**config.mk**
```make
export PLATFORM = sky130hd
export DESIGN_NAME = line_and_token_splitter
export DESIGN_NICKNAME = d
export VERILOG_FILES = /design/src/hdl/lts_pkg.sv /design/src/hdl/lts_cfg_regs.sv /design/src/hdl/lts_classify.sv /design/src/hdl/line_and_token_splitter.sv
export SDC_FILE = /design/constraint.sdc
export NUM_CORES = 1
export LEC_CHECK = 0
export BUFFER_PORTS_ARGS = -buffer_cell sky130_fd_sc_hd__buf_2
export CAP_MARGIN = 10
export CORE_ASPECT_RATIO = 0.75
export CORE_MARGIN = 10
export CORE_UTILIZATION = 52
export CTS_BUF_LIST = sky130_fd_sc_hd__clkbuf_8 sky130_fd_sc_hd__clkbuf_16
export DETAILED_ROUTE_END_ITERATION = 8
export PLACE_DENSITY = 0.75
export REMOVE_ABC_BUFFERS = 1
export SLEW_MARGIN = 10
export SYNTH_ARGS = -nofsm -noshare
export SYNTH_HDL_FRONTEND = slang
export SYNTH_SLANG_ARGS = --single-unit
```
**constraint.sdc**
```tcl
create_clock -name clk_i -period 2.67 [get_ports clk_i]
set_clock_uncertainty 0.15 [all_clocks]
set_input_delay 0.1335 -clock clk_i [delete_from_list [all_inputs] [get_ports clk_i]]
set_output_delay 0.1335 -clock clk_i [all_outputs]
set_load 0.05 [all_outputs]
```
**src/hdl/lts_pkg.sv**
```systemverilog
// shared types and constants for the line and token splitter
`default_nettype none

package lts_pkg;

  localparam int unsigned ByteW    = 8;
  localparam int unsigned CfgIdxW  = 3;
  localparam int unsigned CfgDataW = 8;
  localparam int unsigned NumDelim = 4;
  localparam int unsigned CountW   = 3;

  localparam logic [ByteW-1:0] ByteCr = 8'd13;
  localparam logic [ByteW-1:0] ByteLf = 8'd10;
  localparam logic [ByteW-1:0] TokMax = 8'd255;

  typedef enum logic [1:0] {
    CLASS_TEXT     = 2'd0,
    CLASS_DELIM    = 2'd1,
    CLASS_LINE_END = 2'd2,
    CLASS_CONT     = 2'd3
  } byte_class_e;

  typedef enum logic [CfgIdxW-1:0] {
    REG_HTTP_MODE   = 3'd0,
    REG_DELIM_COUNT = 3'd1,
    REG_DELIM_A     = 3'd2,
    REG_DELIM_B     = 3'd3,
    REG_DELIM_C     = 3'd4,
    REG_DELIM_D     = 3'd5
  } cfg_reg_e;

  typedef struct packed {
    logic                          http_mode;
    logic [CountW-1:0]             delim_count;
    logic [NumDelim-1:0][ByteW-1:0] delim;
  } cfg_t;

  typedef struct packed {
    logic             prev_terminator;
    logic             prev_cr_end;
    logic             prev_delimiter;
    logic             line_fresh;
    logic [ByteW-1:0] token_count;
  } state_t;

  typedef struct packed {
    logic [ByteW-1:0] out_byte;
    byte_class_e      byte_class;
    logic             token_begin;
    logic [ByteW-1:0] token_number;
  } result_t;

endpackage

`default_nettype wire

```
**src/hdl/lts_cfg_regs.sv**
```systemverilog
// configuration register file for the line and token splitter
`default_nettype none

module lts_cfg_regs
  import lts_pkg::*;
(
  input  wire logic                clk_i,
  input  wire logic                rst_ni,
  input  wire logic                cfg_we_i,
  input  wire logic [CfgIdxW-1:0]  cfg_index_i,
  input  wire logic [CfgDataW-1:0] cfg_data_i,
  output cfg_t                     cfg_o
);

  cfg_t cfg_q, cfg_d;

  always_comb begin
    cfg_d = cfg_q;
    if (cfg_we_i) begin
      unique case (cfg_index_i)
        REG_HTTP_MODE:   cfg_d.http_mode   = cfg_data_i[0];
        REG_DELIM_COUNT: cfg_d.delim_count = cfg_data_i[CountW-1:0];
        REG_DELIM_A:     cfg_d.delim[0]    = cfg_data_i;
        REG_DELIM_B:     cfg_d.delim[1]    = cfg_data_i;
        REG_DELIM_C:     cfg_d.delim[2]    = cfg_data_i;
        REG_DELIM_D:     cfg_d.delim[3]    = cfg_data_i;
        default:         cfg_d = cfg_q;  // unused indexes are dropped
      endcase
    end
  end

  always_ff @(posedge clk_i or negedge rst_ni) begin
    if (!rst_ni) begin
      cfg_q.http_mode   <= 1'b0;
      cfg_q.delim_count <= 3'd1;
      cfg_q.delim[0]    <= 8'd32;
      cfg_q.delim[1]    <= 8'd9;
      cfg_q.delim[2]    <= 8'd0;
      cfg_q.delim[3]    <= 8'd0;
    end else begin
      cfg_q <= cfg_d;
    end
  end

  assign cfg_o = cfg_q;

endmodule

`default_nettype wire

```
**src/hdl/lts_classify.sv**
```systemverilog
// byte classification and next-state logic for one byte
`default_nettype none

module lts_classify
  import lts_pkg::*;
(
  input  wire logic [ByteW-1:0] byte_i,
  input  cfg_t                  cfg_i,
  input  state_t                state_i,
  output result_t               res_o,
  output state_t                state_o
);

  logic             is_term;
  logic             cont;
  logic             is_delim;
  logic             list_open;
  logic [CountW-1:0] n_used;
  logic [ByteW-1:0] tok_next;

  // delimiter list: a zero entry closes the list
  always_comb begin
    n_used    = (cfg_i.delim_count > CountW'(NumDelim)) ? CountW'(NumDelim)
                                                        : cfg_i.delim_count;
    is_delim  = 1'b0;
    list_open = 1'b1;
    for (int i = 0; i < NumDelim; i++) begin
      if (CountW'(i) < n_used && list_open) begin
        if (cfg_i.delim[i] == '0) begin
          list_open = 1'b0;
        end else if (cfg_i.delim[i] == byte_i) begin
          is_delim  = 1'b1;
          list_open = 1'b0;
        end
      end
    end
  end

  always_comb begin
    is_term  = (byte_i == ByteCr) || (byte_i == ByteLf);
    cont     = cfg_i.http_mode ? (state_i.prev_cr_end && byte_i == ByteLf)
                               : state_i.prev_terminator;
    tok_next = state_i.token_count;
    res_o    = '0;
    state_o  = state_i;

    if (is_term) begin
      res_o.out_byte       = '0;
      res_o.byte_class     = cont ? CLASS_CONT : CLASS_LINE_END;
      res_o.token_begin    = 1'b0;
      res_o.token_number   = state_i.token_count;
      state_o.prev_cr_end     = !cont && (byte_i == ByteCr);
      state_o.prev_terminator = 1'b1;
      state_o.prev_delimiter  = 1'b0;
      state_o.line_fresh      = 1'b1;
      state_o.token_count     = '0;
    end else begin
      if (state_i.line_fresh) begin
        res_o.token_begin = 1'b1;
        tok_next          = '0;
      end else if (!is_delim && state_i.prev_delimiter) begin
        res_o.token_begin = 1'b1;
        if (state_i.token_count != TokMax) begin
          tok_next = state_i.token_count + ByteW'(1);
        end
      end
      res_o.out_byte     = is_delim ? '0 : byte_i;
      res_o.byte_class   = is_delim ? CLASS_DELIM : CLASS_TEXT;
      res_o.token_number = tok_next;
      state_o.prev_delimiter  = is_delim;
      state_o.prev_terminator = 1'b0;
      state_o.prev_cr_end     = 1'b0;
      state_o.line_fresh      = 1'b0;
      state_o.token_count     = tok_next;
    end
  end

endmodule

`default_nettype wire

```
**src/hdl/line_and_token_splitter.sv**
```systemverilog
// top level of the line and token splitter: input register, classifier, result register
// a taken request is held in the input register and moves into the result register when that is free
// throughput: one byte per cycle; the input stalls only while the result register is full
// and not being drained in that cycle
// the only loop is the one-byte history (terminator, delimiter, token count) in the classifier
// reset: asynchronous, active low; clears both valid flags, sets history and config to defaults
`default_nettype none

module line_and_token_splitter
  import lts_pkg::*;
(
  input  wire logic                clk_i,
  input  wire logic                rst_ni,
  // configuration write port
  input  wire logic                cfg_we_i,
  input  wire logic [CfgIdxW-1:0]  cfg_index_i,
  input  wire logic [CfgDataW-1:0] cfg_data_i,
  // input requests
  input  wire logic                in_valid_i,
  output      logic                in_ready_o,
  input  wire logic [ByteW-1:0]    data_byte_i,
  // result requests
  output      logic                out_valid_o,
  input  wire logic                out_ready_i,
  output      logic [ByteW-1:0]    out_byte_o,
  output      logic [1:0]          byte_class_o,
  output      logic                token_begin_o,
  output      logic [ByteW-1:0]    token_number_o
);

  cfg_t    cfg;
  state_t  state_q, state_d;
  result_t res_d, res_q;

  logic             in_valid_q;
  logic [ByteW-1:0] byte_q;
  logic             out_valid_q;
  logic             out_free;
  logic             advance;

  lts_cfg_regs u_cfg (
    .clk_i       (clk_i),
    .rst_ni      (rst_ni),
    .cfg_we_i    (cfg_we_i),
    .cfg_index_i (cfg_index_i),
    .cfg_data_i  (cfg_data_i),
    .cfg_o       (cfg)
  );

  lts_classify u_classify (
    .byte_i  (byte_q),
    .cfg_i   (cfg),
    .state_i (state_q),
    .res_o   (res_d),
    .state_o (state_d)
  );

  // the result register is free when empty or being drained this cycle
  assign out_free = !out_valid_q || out_ready_i;
  // a held byte moves into the result register and commits its history update
  assign advance  = in_valid_q && out_free;
  // the input register takes a new request when empty or emptying
  assign in_ready_o = !in_valid_q || advance;

  always_ff @(posedge clk_i or negedge rst_ni) begin
    if (!rst_ni) begin
      in_valid_q  <= 1'b0;
      out_valid_q <= 1'b0;
      state_q     <= '{prev_terminator: 1'b0, prev_cr_end: 1'b0,
                       prev_delimiter: 1'b0, line_fresh: 1'b1,
                       token_count: '0};
    end else begin
      if (in_ready_o) begin
        in_valid_q <= in_valid_i;
      end
      if (out_free) begin
        out_valid_q <= in_valid_q;
      end
      if (advance) begin
        state_q <= state_d;
      end
    end
  end

  // payload registers, no reset needed
  always_ff @(posedge clk_i) begin
    if (in_ready_o && in_valid_i) begin
      byte_q <= data_byte_i;
    end
    if (advance) begin
      res_q <= res_d;
    end
  end

  assign out_valid_o    = out_valid_q;
  assign out_byte_o     = res_q.out_byte;
  assign byte_class_o   = res_q.byte_class;
  assign token_begin_o  = res_q.token_begin;
  assign token_number_o = res_q.token_number;

endmodule

`default_nettype wire

```
# Word level (Yosys, flattened, before mapping)
# Cells that the tools add are included.
[totals] regBits=77 latch_bits=0 ram_bits=0 mem_bits_ro=0 input_bits=24 output_inout_bits=21 word_cells=95 n_memories=0
[classes] addsub=1 n_mul=0 n_div=0 order_cmp=5 n_eq_ne=12 shifts=0 mux=32 bitwise_logic=0 reduce_logical=27
[ops] op="$eq A8 B8 Y1" n=4
[ops] op="$logic_not A8 Y1" n=4
[ops] op="$mux W1" n=26
[ops] op="$mux W8" n=3
[ops] op="$eq A8 B4 Y1 const B" n=2
[ops] op="$mux W12" n=1
[ops] op="$reduce_and A2 Y1" n=6
[ops] op="$mux W11" n=1
[ops] op="$add A8 B1 Y8 const B" n=1
[ops] op="$logic_and A1 B1 Y1" n=8
[ops] op="$ne A8 B8 Y1 const B" n=1
[ops] op="$eq A3 B2 Y1 const B" n=2
[ops] op="$eq A3 B3 Y1 const B" n=2
[ops] op="$lt A1 B3 Y1 const A" n=2
[ops] op="$lt A2 B3 Y1 const A" n=2
[ops] op="$logic_not A1 Y1" n=4
[ops] op="$eq A3 B1 Y1 const B" n=1
[ops] op="$gt A3 B3 Y1 const B" n=1
[ops] op="$logic_not A3 Y1" n=1
[ops] op="$logic_or A1 B1 Y1" n=3
[ops] op="$mux W3" n=1
[ops] op="$reduce_or A2 Y1" n=1

# Logic depth before layout (Yosys ltp)
# Gate-level depths: netlist of run 1.
[depth] depth_word=18 depth_mapped=10 depth_no_buf=9

# By module
# From an unflattened synthesis of run 1, not the netlist that was laid out.
[hier_totals] hier_cells=318 area_unflattened_um2=4043.9
[by_module_without_submodules] module="lts_cfg_regs" instances=1 cells_per_inst=80 area_each_um2=1440.1 seq_area_each_um2=905.9
[by_module_without_submodules] module="line_and_token_splitter" instances=1 cells_per_inst=61 area_each_um2=1407.6 seq_area_each_um2=1162.4
[by_module_without_submodules] module="lts_classify" instances=1 cells_per_inst=177 area_each_um2=1196.1 seq_area_each_um2=0.0

# Worst setup path after synthesis of run 1
# OpenSTA, ideal clock, no wires.
[synth_path] kind="register -> register" start="register byte_q[2]" end="register res_q (netlist bit token_number_o[4]) (data pin)" setup_ps=270 arrival_ps=2110 t_required_ps=2250 setup_slack_ps=140 path_stages_with_launch=10 n_path_buf=2 synth_period_minus_slack_ps=2530 cell_sequence="edfxtp_1 > buf_6 > xor2_1 > nor4_2 > a22oi_1 > o21ba_1 > a221o_1 > buf_2 > a31oi_1 > a21oi_1"
[synth_lines] element="from (decl)" line_no="line_and_token_splitter.sv:36" source="logic [ByteW-1:0] byte_q;"
[synth_lines] element="from (signal assigned)" line_no="line_and_token_splitter.sv:88" source="byte_q <= data_byte_i;"
[synth_lines] element="to (signal assigned)" line_no="line_and_token_splitter.sv:91" source="res_q <= res_d;"
[synth_lines] element="to (decl)" line_no="line_and_token_splitter.sv:33" source="result_t res_d, res_q;"

==> results of run 1 <==
==> layer usage <==
layer	GRT usage (%)	up-vias
met5	0	-
met4	6.29	0
met3	4.56	17
met2	27.6	113
met1	23.0	1462
li1	-	1380
==> power breakdown <==
group          total, mW  internal [mW]  leakage, nW  switching (mW)
combinational      0.683          0.321         1.13           0.361
sequential          1.56           1.40        0.858           0.154
clock              0.915          0.482        0.102           0.432
==> cell type report <==
type | count | area [µm²] | area share (%)
Clock buffer | 11 | 151 | 3.04
Clock inverter | 5 | 58.8 | 1.18
Inverter | 8 | 30.0 | 0.602
Multi-Input combinational cell | 211 | 1750 | 35.1
Sequential cell | 77 | 2070 | 41.5
Tap cell | 98 | 123 | 2.46
Timing Repair Buffer | 110 | 806 | 16.2
==> logic make-up after synthesis <==
kind of cell,after synthesis,synth area share [%]
flops,77,54.5
buf+inv,22,3.00
simple gates,89,13.2
compound gates,54,11.2
fa+ha+maj,1,0.330
mux,35,10.4
xor+xnor,32,7.39
==> flip-flops by register name, indices dropped and copies added, names as in the netlist <==
register        count
out_byte_o          8
token_number_o      8
u_cfg.cfg_o        36
byte_q              8
byte_class_o        2
token_begin_o       1
in_valid_q          1
state_q            12
out_valid_o         1
==> stage by stage <==
step	hold slack [ns]	total power, mW	setup WS [ns]	instance area (µm²)
2_1_floorplan	-0.312	1.94	-0.00344	3710
3_3_place_gp	-0.218	2.13	-0.0228	4300
3_5_place_dp	-0.219	2.16	-0.0956	4300
4_1_cts	0.0117	3.10	-0.0505	4780
5_1_grt	0.0223	3.28	-0.246	4980
6_report	0.0379	3.15	-0.112	4980
==> cells in the mapped netlist (4+ instances only) <==
master	count	area, µm²
a21o_1	5	37.5
a311oi_1	4	35.0
nand3_1	7	35.0
o211ai_1	5	37.5
nand2_1	16	60.1
nand2b_1	4	25.0
xor2_1	24	210
dfstp_2	5	131
inv_1	6	22.5
dfrtp_1	45	1130
and3_1	5	31.3
xnor2_1	8	70.1
o21ai_0	4	20.0
mux2_2	35	394
a31oi_1	7	43.8
nor3_1	8	40.0
nor4_1	10	62.6
and2_1	7	43.8
edfxtp_1	27	811
a21oi_1	8	40.0
clkbuf_1	4	15.0
nor2_1	12	45.0
buf_2	7	35.0
==> what timing repair did <==
item / in CTS / in global routing
gates resized for setup: 5 / 25
setup endpoints to repair: 13 / 25
setup buffers: 6 / 10
hold endpoints to repair: 90 / 0
pin swaps: 2 / 17
hold buffers: 20 / 0
==> worst reg2reg max path, delay by kind of cell, from the launching register on <==
| kind | cells | cell delay, ns |
|---|---|---|
| AOI/OAI and AO/OA | 5 | 1.32 |
| and+or+nand+nor | 1 | 0.13 |
| DFF | 1 | 0.51 |
| buffers and inverters | 2 | 0.36 |
| xor gates and xnor gates | 1 | 0.17 |
==> worst paths after layout <==
| kind | to | cells after the start |
|---|---|---|
| setup / recovery | token_number_o[5]$_DFFE_PP_ | 9 |
| hold / removal | u_cfg.cfg_o[32]$_DFFE_PN1P_ | 2 |
| setup reg to reg | token_number_o[5]$_DFFE_PP_ | 9 |
| hold reg to reg | state_q[10]$_DFFE_PN0P_ | 2 |
| max in group asynchronous | u_cfg.cfg_o[20]$_DFFE_PN0P_ | 3 |
| min in group asynchronous | u_cfg.cfg_o[22]$_DFFE_PN0P_ | 3 |
==> results.md, run 1 <==
* Outcome: complete, but fails checks
* Failing checks: setup timing
* MaxCap Viol Count at 0
* Seq/Total Area, Yosys at ~55%
* Netlist Area Pre-Place at between 0.003 and 0.004 mm²
* Fmax at 359 MHz
* Num CTS Buffers at 9
* Final hold violation count at 0
* CTS clk-pin slew, worst paths at approximately 0.080 ns
* R2r startpoint: byte_q[7]$_DFFE_PP_
* Net count reported at finish at between 400 and 500
* Metal1 wirelength at 4.45 mm
* DRT Pass-1 Iters at 4
* Slowest CP cell: edfxtp_1
* Setup TNS at -0.723 ns
* Delay-heaviest family, CP: compound AO/OA/AOI/OAI gates
* GRT Overall Usage at ~18%
* Initial DRC Count at between 150 and 200
* Synth cell types at 52
* Die area at between 0.01 and 0.015 mm²
* Most frequent cells in the layout: dfrtp_1, buf_2, buf_4, mux2_2, edfxtp_1
* Core area at 0.00696 mm²
* DR WL met3 at between 600 and 700 µm
* Crit path largest cell delay at 0.51 ns
* Critical Path RT at between 2 and 3 ns
* Worst-skew pair later-pin latency at ~0.36 ns
* Gate Count Post-Synth at 310
* Via/cell ratio at 5.72
* Unrepaired setup endpoints after global routing: yes
* Max Buffers Root-to-Sink at 2
* Total wire length at between 9 and 10 mm
* Initial antenna violation count at 0
* Io pins at 45
* Detailed Place HPWL at approximately 6.7 mm
* Clock Sinks at 77
* Height of the die at approximately 94 µm
* Ys Warns at 0
* Setup Crit Path Kind: flip-flop to flip-flop
* Synth Flop Type: dfrtp_1
* Crit. Startpoint: byte_q[7]$_DFFE_PP_
* N_diodes at 0
* Layout cell share with drive strength beyond 1 at around 41%
* Post-layout util at 71.6%
* Die outline width at between 100 and 150 µm
* Min-delay src: cfg_data_i[0]
* Post-synth EDFFs at 27
* Pin count of the biggest net entering global routing at 27
* DRT antenna net count at 0
* Row count at 26
* Area growth from synthesis to layout at 31.4%
* PnR worst setup slack at -0.112 ns
* Setup Viol. Count Final at 13
* Minimum clock period at ~2.8 ns
* TritonCTS clock tree: yes
* LEAKAGE at approximately 2.1 nW
* Slew Limit Fails at 0
* WL/cell at just under 20 µm
* Final RePlAce weighted congestion at 0.932
* Async S/R FF share, synth at 64.9%
* Mapped Avg Cell Area at approximately 12 µm²
* Pwr/cell area at ~630 mW/mm²
* CP endpoint kind: flip-flop
* Maximum vdd drop at between 0.0003 and 0.0004 V
* Seq cells post-synth at 77
* Slew HR at a little under 60%
* First-pass GRT wire length at about 16 mm
* CTS H-tree depth at 3
* Least-Margin Pin Slew at roughly 0.61 ns
* Wire length on met2 at 4.69 mm
* Fill cells at 483
* IO Port Bufs at 44
* Congestion Overflow GR at 0
* Non-Filler Instances at 520
* Hold Path Class: input pin to flip-flop
* Startpoint types: flip-flop
* Top Layer Used: met4
* Initial Util at around 55%
* Flop2flop setup slack at -0.11 ns
* Critical path buffer and inverter count at 2
* Clk root buf: clkbuf_8
* Period utilisation layout at 104%
* Via count at 2972
* Crit-path cells: buf_4, xnor2_1, nand4_1, a2111o_1, o2111a_1, a221o_1, buf_12, a311o_1, o211ai_1
* Commonest non-fill, non-tap cell in the layout: dfrtp_1
* Crit-path max FO at 22
* Vias in the first global route at 2993
* DRC violations left at 0
* Placed Cells at between 400 and 500
* Critical path arrival at 2.83 ns
(Power assumes the default switching activity.)
==> run 2: changes to the inputs <==
- CORE_ASPECT_RATIO: 0.75 -> 1.5
==> run 2 against run 1 <==
The run still ends with setup timing left. Final cell count increased by 1.3%. Utilization is 1.8 points lower. Sequential power is essentially flat. Power is 1.8% higher. Clock-buffer cell count decreased by 2. Critical path depth did not move. Sequential cell count stayed put. Maximum frequency rose by 1.1%. Critical endpoint is now token_number_o[0]$_DFFE_PP_. Largest cell class unchanged.
==> results.md, run 2 (synthesis results as in run 1) <==
* Outcome: complete, but fails checks
* Failing checks: setup timing
* Least-Margin Pin Slew at 0.684 ns
* Unrepaired setup endpoints after global routing: yes
* DRT antenna net count at 0
* IO Port Bufs at 44
* Fmax at about 360 MHz
* CTS clk-pin slew, worst paths at 0.08 ns
* Slew Limit Fails at 0
* Via/cell ratio at about 5.7
* Initial DRC Count at 139
* Power Total at between 3 and 4 mW
* Sw Ratio at between 20% and 30%
* Total wire length at about 10 mm
* WL/cell at approximately 19 µm
* Placed inst area at about 0.0043 mm²
* Congestion Overflow GR at 0
* Detailed Place HPWL at 6.97 mm
* Vias in the first global route at about 3100
* Final RePlAce weighted congestion at between 0.9 and 1
* Commonest non-fill, non-tap cell in the layout: dfrtp_1
* Io pins at 45
* Clock power frac at ~29%
* Minimum clock period at approximately 2.8 ns
* Pwr/cell area at around 640 mW/mm²
* Worst-skew pair later-pin latency at ~0.36 ns
* Initial Util at between 50% and 60%
* Final instance area at 0.00501 mm²
* Height of the die at 125 µm
* Startpoint types: flip-flop
* PnR worst setup slack at -0.0830 ns
* Layout cell share with drive strength beyond 1 at a little over two fifths
* Most frequent cells in the layout: dfrtp_1, buf_2, buf_4, mux2_2, edfxtp_1
* CP endpoint kind: flip-flop
* Flop2flop setup slack at -0.08 ns
* Hold-critical path depth at 3
* TritonCTS clock tree: yes
* Period utilisation layout at 103%
* Pin count of the biggest net entering global routing at 31
* Clock Sinks at 77
* Num CTS Buffers at 9
* Via count at slightly above 3000
* Critical Path RT at between 2 and 3 ns
* MaxCap Viol Count at 0
* DRC violations left at 0
* Maximum vdd drop at around 0.00040 V
* Int Pwr at between 2 and 2.5 mW
* Final hold violation count at 0
* Initial antenna violation count at 1
* Area growth from synthesis to layout at 32.1%
* First-pass GRT wire length at around 16 mm
* Max reg flops at 36
* Clk root buf: clkbuf_8
* Net count reported at finish at 446
* CTS H-tree depth at 3
* Die outline width at between 80 and 90 µm
* Setup Crit Path Kind: flip-flop to flip-flop
* Max Buffers Root-to-Sink at 2
* Sequential Power Share at 48.5%
* Core area at between 0.007 and 0.008 mm²
* Setup Viol. Count Final at 17
* R2R cell count at 9
* LEAKAGE at 2.12 nW
* Slew HR at a little over half
* GRT Overall Usage at around 18%
* Row count at 38
* Hold Path Class: input pin to flip-flop
* Crit-path max FO at 8
* WHS at about 0.029 ns
* Post-layout util at approximately 70%
* DRT Pass-1 Iters at 6
* Setup TNS at -0.723 ns
* Critical path arrival at ~2.7 ns
* Die area at 0.0112 mm²
* Comb pwr share at around 23%
* Reported net switching power at between 0.9 and 1 mW
[run 2: cell types whose count changed in the layout (fill, tap and decap cells not counted), moves of 3 or more]
cell      delta
and2_1       -6
and2_4       +6
clkinv_1     +4
buf_6        +3
[run 2: area by class of cell]
| cell class | instances | area (µm²) |
|---|---|---|
| Antenna cell | 1 | 2.50 |
| Clock buffer | 9 | 124 |
| Clock inverter | 7 | 80.1 |
| Fill cell | 515 | 2170 |
| Inverter | 8 | 30.0 |
| Multi-Input combinational cell | 212 | 1770 |
| Sequential cell | 77 | 2070 |
| Tap cell | 100 | 125 |
| Timing Repair Buffer | 113 | 815 |
[run 2: layer usage]
metal  track usage [%]  share of wire [%]
met5                 0                  0
met4              12.0                5.1
met1              18.3                 37
met3              3.80                4.4
met2              32.0                 54
[run 2: stage by stage]
step / std cells / setup WS (ns)
2_1_floorplan: 296 / -0.00344
3_3_place_gp: 477 / -0.0855
3_5_place_dp: 477 / -0.230
4_1_cts: 522 / -0.0146
5_1_grt: 527 / -0.185
6_report: 527 / -0.0830
[run 2: worst paths after layout]
| kind | start | endpoint |
|---|---|---|
| worst min register to register | state_q[11]$_DFFE_PN0P_ | state_q[11]$_DFFE_PN0P_ |
| worst max register to register | byte_q[1]$_DFFE_PP_ | token_number_o[0]$_DFFE_PP_ |
| min in group asynchronous | rst_ni | in_valid_q$_DFFE_PN0N_ |
| worst min-delay path | cfg_index_i[1] | u_cfg.cfg_o[33]$_DFFE_PN0P_ |
| max in group asynchronous | rst_ni | state_q[8]$_DFFE_PN1P_ |
| worst max-delay path | byte_q[1]$_DFFE_PP_ | token_number_o[0]$_DFFE_PP_ |
[run 2: timing repair]
| item | CTS | global route |
|---|---|---|
| pin swaps | 8 | 29 |
| hold endpoints to repair | 70 | 0 |
| endpoints found under the setup margin | 18 | 27 |
| setup buffers | 8 | 4 |
| resized for setup | 11 | 31 |
| cloned | 1 | 0 |
| hold buffers | 20 | 0 |
[run 2: critical path, cell delays in order (launching register included)]
cell	delay [ns]
edfxtp_1	0.51
buf_6	0.18
xnor2_4	0.12
nand4_1	0.13
a2111o_1	0.44
o2111a_2	0.21
a221o_2	0.42
buf_6	0.17
nand3_1	0.06
o211ai_1	0.09
[run 2: power by group through the flow]
stage / Combinational [mW] / Sequential, mW / Clock, mW
after floorplan: 0.324 / 1.62 / 0
after global placement: 0.609 / 1.57 / 0
after detailed placement: 0.625 / 1.58 / 0
after CTS: 0.679 / 1.55 / 0.933
after global routing: 0.781 / 1.58 / 0.986
final: 0.722 / 1.56 / 0.931
==> run 3: changes to the inputs <==
- CORE_ASPECT_RATIO: 1.5 -> default
- CORE_UTILIZATION: 52 -> 62
- PLACE_DENSITY: 0.75 -> 0.84
- clock period: 2.67 -> 3.4 ns (I/O delays scaled with it)
==> run 3 against run 2 <==
Sequential power decreased by 21%. Sequential cell count unchanged. Clock-buffer cell count unchanged. Critical path depth decreased by 2. Global-route usage down 0.23 points. Combinational power down 40%. Largest power group unchanged. Final area fell by 12%. The flow now finishes without violations. Non-clock buffer count decreased by 45. Power decreased by 30%. Register-to-register slack better by 0.50 ns. Largest cell class unchanged.
==> results.md, run 3 (synthesis results as in run 1) <==
* CTS H-tree depth at 3
* Num CTS Buffers at 9
* Pin count of the biggest net entering global routing at slightly above 50
* Min-delay src: cfg_data_i[0]
* Die outline width at between 90 and 100 µm
* Delay-heaviest family, CP: compound AO/OA/AOI/OAI gates
* N_diodes at 0
* Hold EP: u_cfg.cfg_o[24]$_DFFE_PN0P_
* Int Pwr at around 1.6 mW
* Pwr/cell area at 510 mW/mm²
* Net count reported at finish at 400
* Hold-critical path depth at 2
* Setup TNS at 0 ns
* Clk root buf: clkbuf_8
* Comb pwr share at between 10% and 20%
* Initial DRC Count at between 150 and 200
* Sw Ratio at 30.8%
* Critical path buffer and inverter count at 0
* Via count at ~2800
* Critical Path RT at roughly 3.5 ns
* Worst-skew pair later-pin latency at between 0.3 and 0.4 ns
* Total wire length at 8.56 mm
* Placed inst area at between 0.004 and 0.005 mm²
* Initial antenna violation count at 0
* Setup Crit Path Kind: flip-flop to flip-flop
* Height of the die at slightly below 100 µm
* First-pass GRT wire length at between 10 and 15 mm
* Power Total at about 2.3 mW
* MaxCap Viol Count at 0
* GRT Overall Usage at between 10% and 20%
* Congestion Overflow GR at 0
* Area growth from synthesis to layout at 16.8%
* R2R cell count at 7
* TritonCTS clock tree: yes
* Least-Margin Pin Slew at roughly 0.71 ns
* R2r startpoint: byte_q[4]$_DFFE_PP_
* CTS clk-pin slew, worst paths at 0.09 ns
* Max reg flops at 36
* Via/cell ratio at around 6.1
* Most frequent cells in the layout: dfrtp_1, buf_2, mux2_2, edfxtp_1, xor2_1
* Non-Filler Instances at 455
* CP endpoint kind: flip-flop
* Die area at approximately 0.0097 mm²
* DRT antenna net count at 0
* WL/cell at 18.8 µm
* LEAKAGE at ~1.8 nW
* Vias in the first global route at about 2900
* Maximum vdd drop at around 0.00035 V
* Fill cells at a little under 400
* Clock Sinks at 77
* Crit-path cells: xor2_1, nor4_2, a22oi_1, o21ba_1, a221o_1, a41o_1, a21oi_1
* Flop2flop setup slack at roughly 0.42 ns
* Io pins at 45
* Crit-path max FO at 22
* Detailed Place HPWL at between 5 and 6 mm
* R2r endpoint: token_number_o[2]$_DFFE_PP_
* Hold Path Class: input pin to flip-flop
* Slew Limit Fails at 0
* Period utilisation layout at 87.6%
* Max Buffers Root-to-Sink at 2
* Crit path largest cell delay at 0.58 ns
* Minimum clock period at a little under 3 ns
* Fmax at 336 MHz
* DRC violations left at 0
* Reported net switching power at between 0.6 and 0.7 mW
* Slowest CP cell: a221o_1
* IO Port Bufs at 44
* Initial Util at between 60% and 70%
* Final hold violation count at 0
* Final instance area at approximately 0.0044 mm²
* Layout cell share with drive strength beyond 1 at between 20% and 30%
* Core area at 0.00592 mm²
* Sequential Power Share at between 50% and 60%
* Placed Cells at 419
* Clock power frac at between 20% and 30%
* DRT Pass-1 Iters at 5
* Startpoint types: flip-flop
* Slew HR at 52.5%
* Setup Viol. Count Final at 0
* Outcome: finished, final reports clean
* Row count at 28
* Final RePlAce weighted congestion at roughly 0.86
* Commonest non-fill, non-tap cell in the layout: dfrtp_1
* Critical path arrival at roughly 3.0 ns
* Unrepaired setup endpoints after global routing: no
run 3: changes by cell type in the layout (fill, tap and decap cells not counted), moves of 6 or more:
cell,before,now
buf_6,7,0
and2_4,6,0
buf_4,42,4
and2_1,1,7
run 3: power groups by stage:
stage	logic [mW]	clock network (mW)	registers [mW]
2_1_floorplan	0.254	0	1.27
4_1_cts	0.434	0.603	1.23
3_3_place_gp	0.402	0	1.24
6_report	0.435	0.595	1.23
3_5_place_dp	0.415	0	1.25
5_1_grt	0.474	0.642	1.25
run 3: area by class of cell:
type / count / area, µm² / share of cell area (%)
clock buffers: 9 / 124 / 2.79
inverters: 8 / 30.0 / 0.677
multi-input cells: 211 / 1610 / 36.4
repair buffers: 68 / 460 / 10.4
well taps: 75 / 93.8 / 2.12
flip-flops and latches: 77 / 2070 / 46.7
clock inverters: 7 / 43.8 / 0.988
run 3: how the worst max path moves through the flow:
stage,from,end,cells after the start
floorplan,byte_q[2]$_DFFE_PP_,token_number_o[5]$_DFFE_PP_,7
detailed placement,byte_q[2]$_DFFE_PP_,token_number_o[5]$_DFFE_PP_,7
global placement,byte_q[5]$_DFFE_PP_,token_number_o[5]$_DFFE_PP_,7
global route,byte_q[2]$_DFFE_PP_,token_number_o[4]$_DFFE_PP_,7
finish,byte_q[4]$_DFFE_PP_,token_number_o[2]$_DFFE_PP_,7
CTS,byte_q[5]$_DFFE_PP_,token_number_o[5]$_DFFE_PP_,7
run 3: repair_timing:
action                    4_1_cts  5_1_grt
buffers inserted                0        0
gates resized for setup         0        0
hold endpoints to repair       85        0
hold buffers                   19        0
run 3: routing by layer:
metal | vias up | part of all wire, % | track usage, %
li1 | 1292 | - | -
met1 | 1357 | 42 | 21.3
met2 | 95 | 50 | 30.2
met3 | 12 | 6.9 | 4.51
met4 | 0 | 1.0 | 6.39
met5 | - | 0 | 0
run 3: per-stage QoR:
step | utilization (%) | hold slack [ns] | setup slack [ns]
6_report | 74.9 | 0.0122 | 0.420
5_1_grt | 74.9 | 0.0339 | 0.266
4_1_cts | 74.5 | 0.0102 | 0.441
3_5_place_dp | 68.5 | 0.199 | 0.443
3_3_place_gp | 68.5 | 0.199 | 0.458
2_1_floorplan | - | -0.276 | 0.727
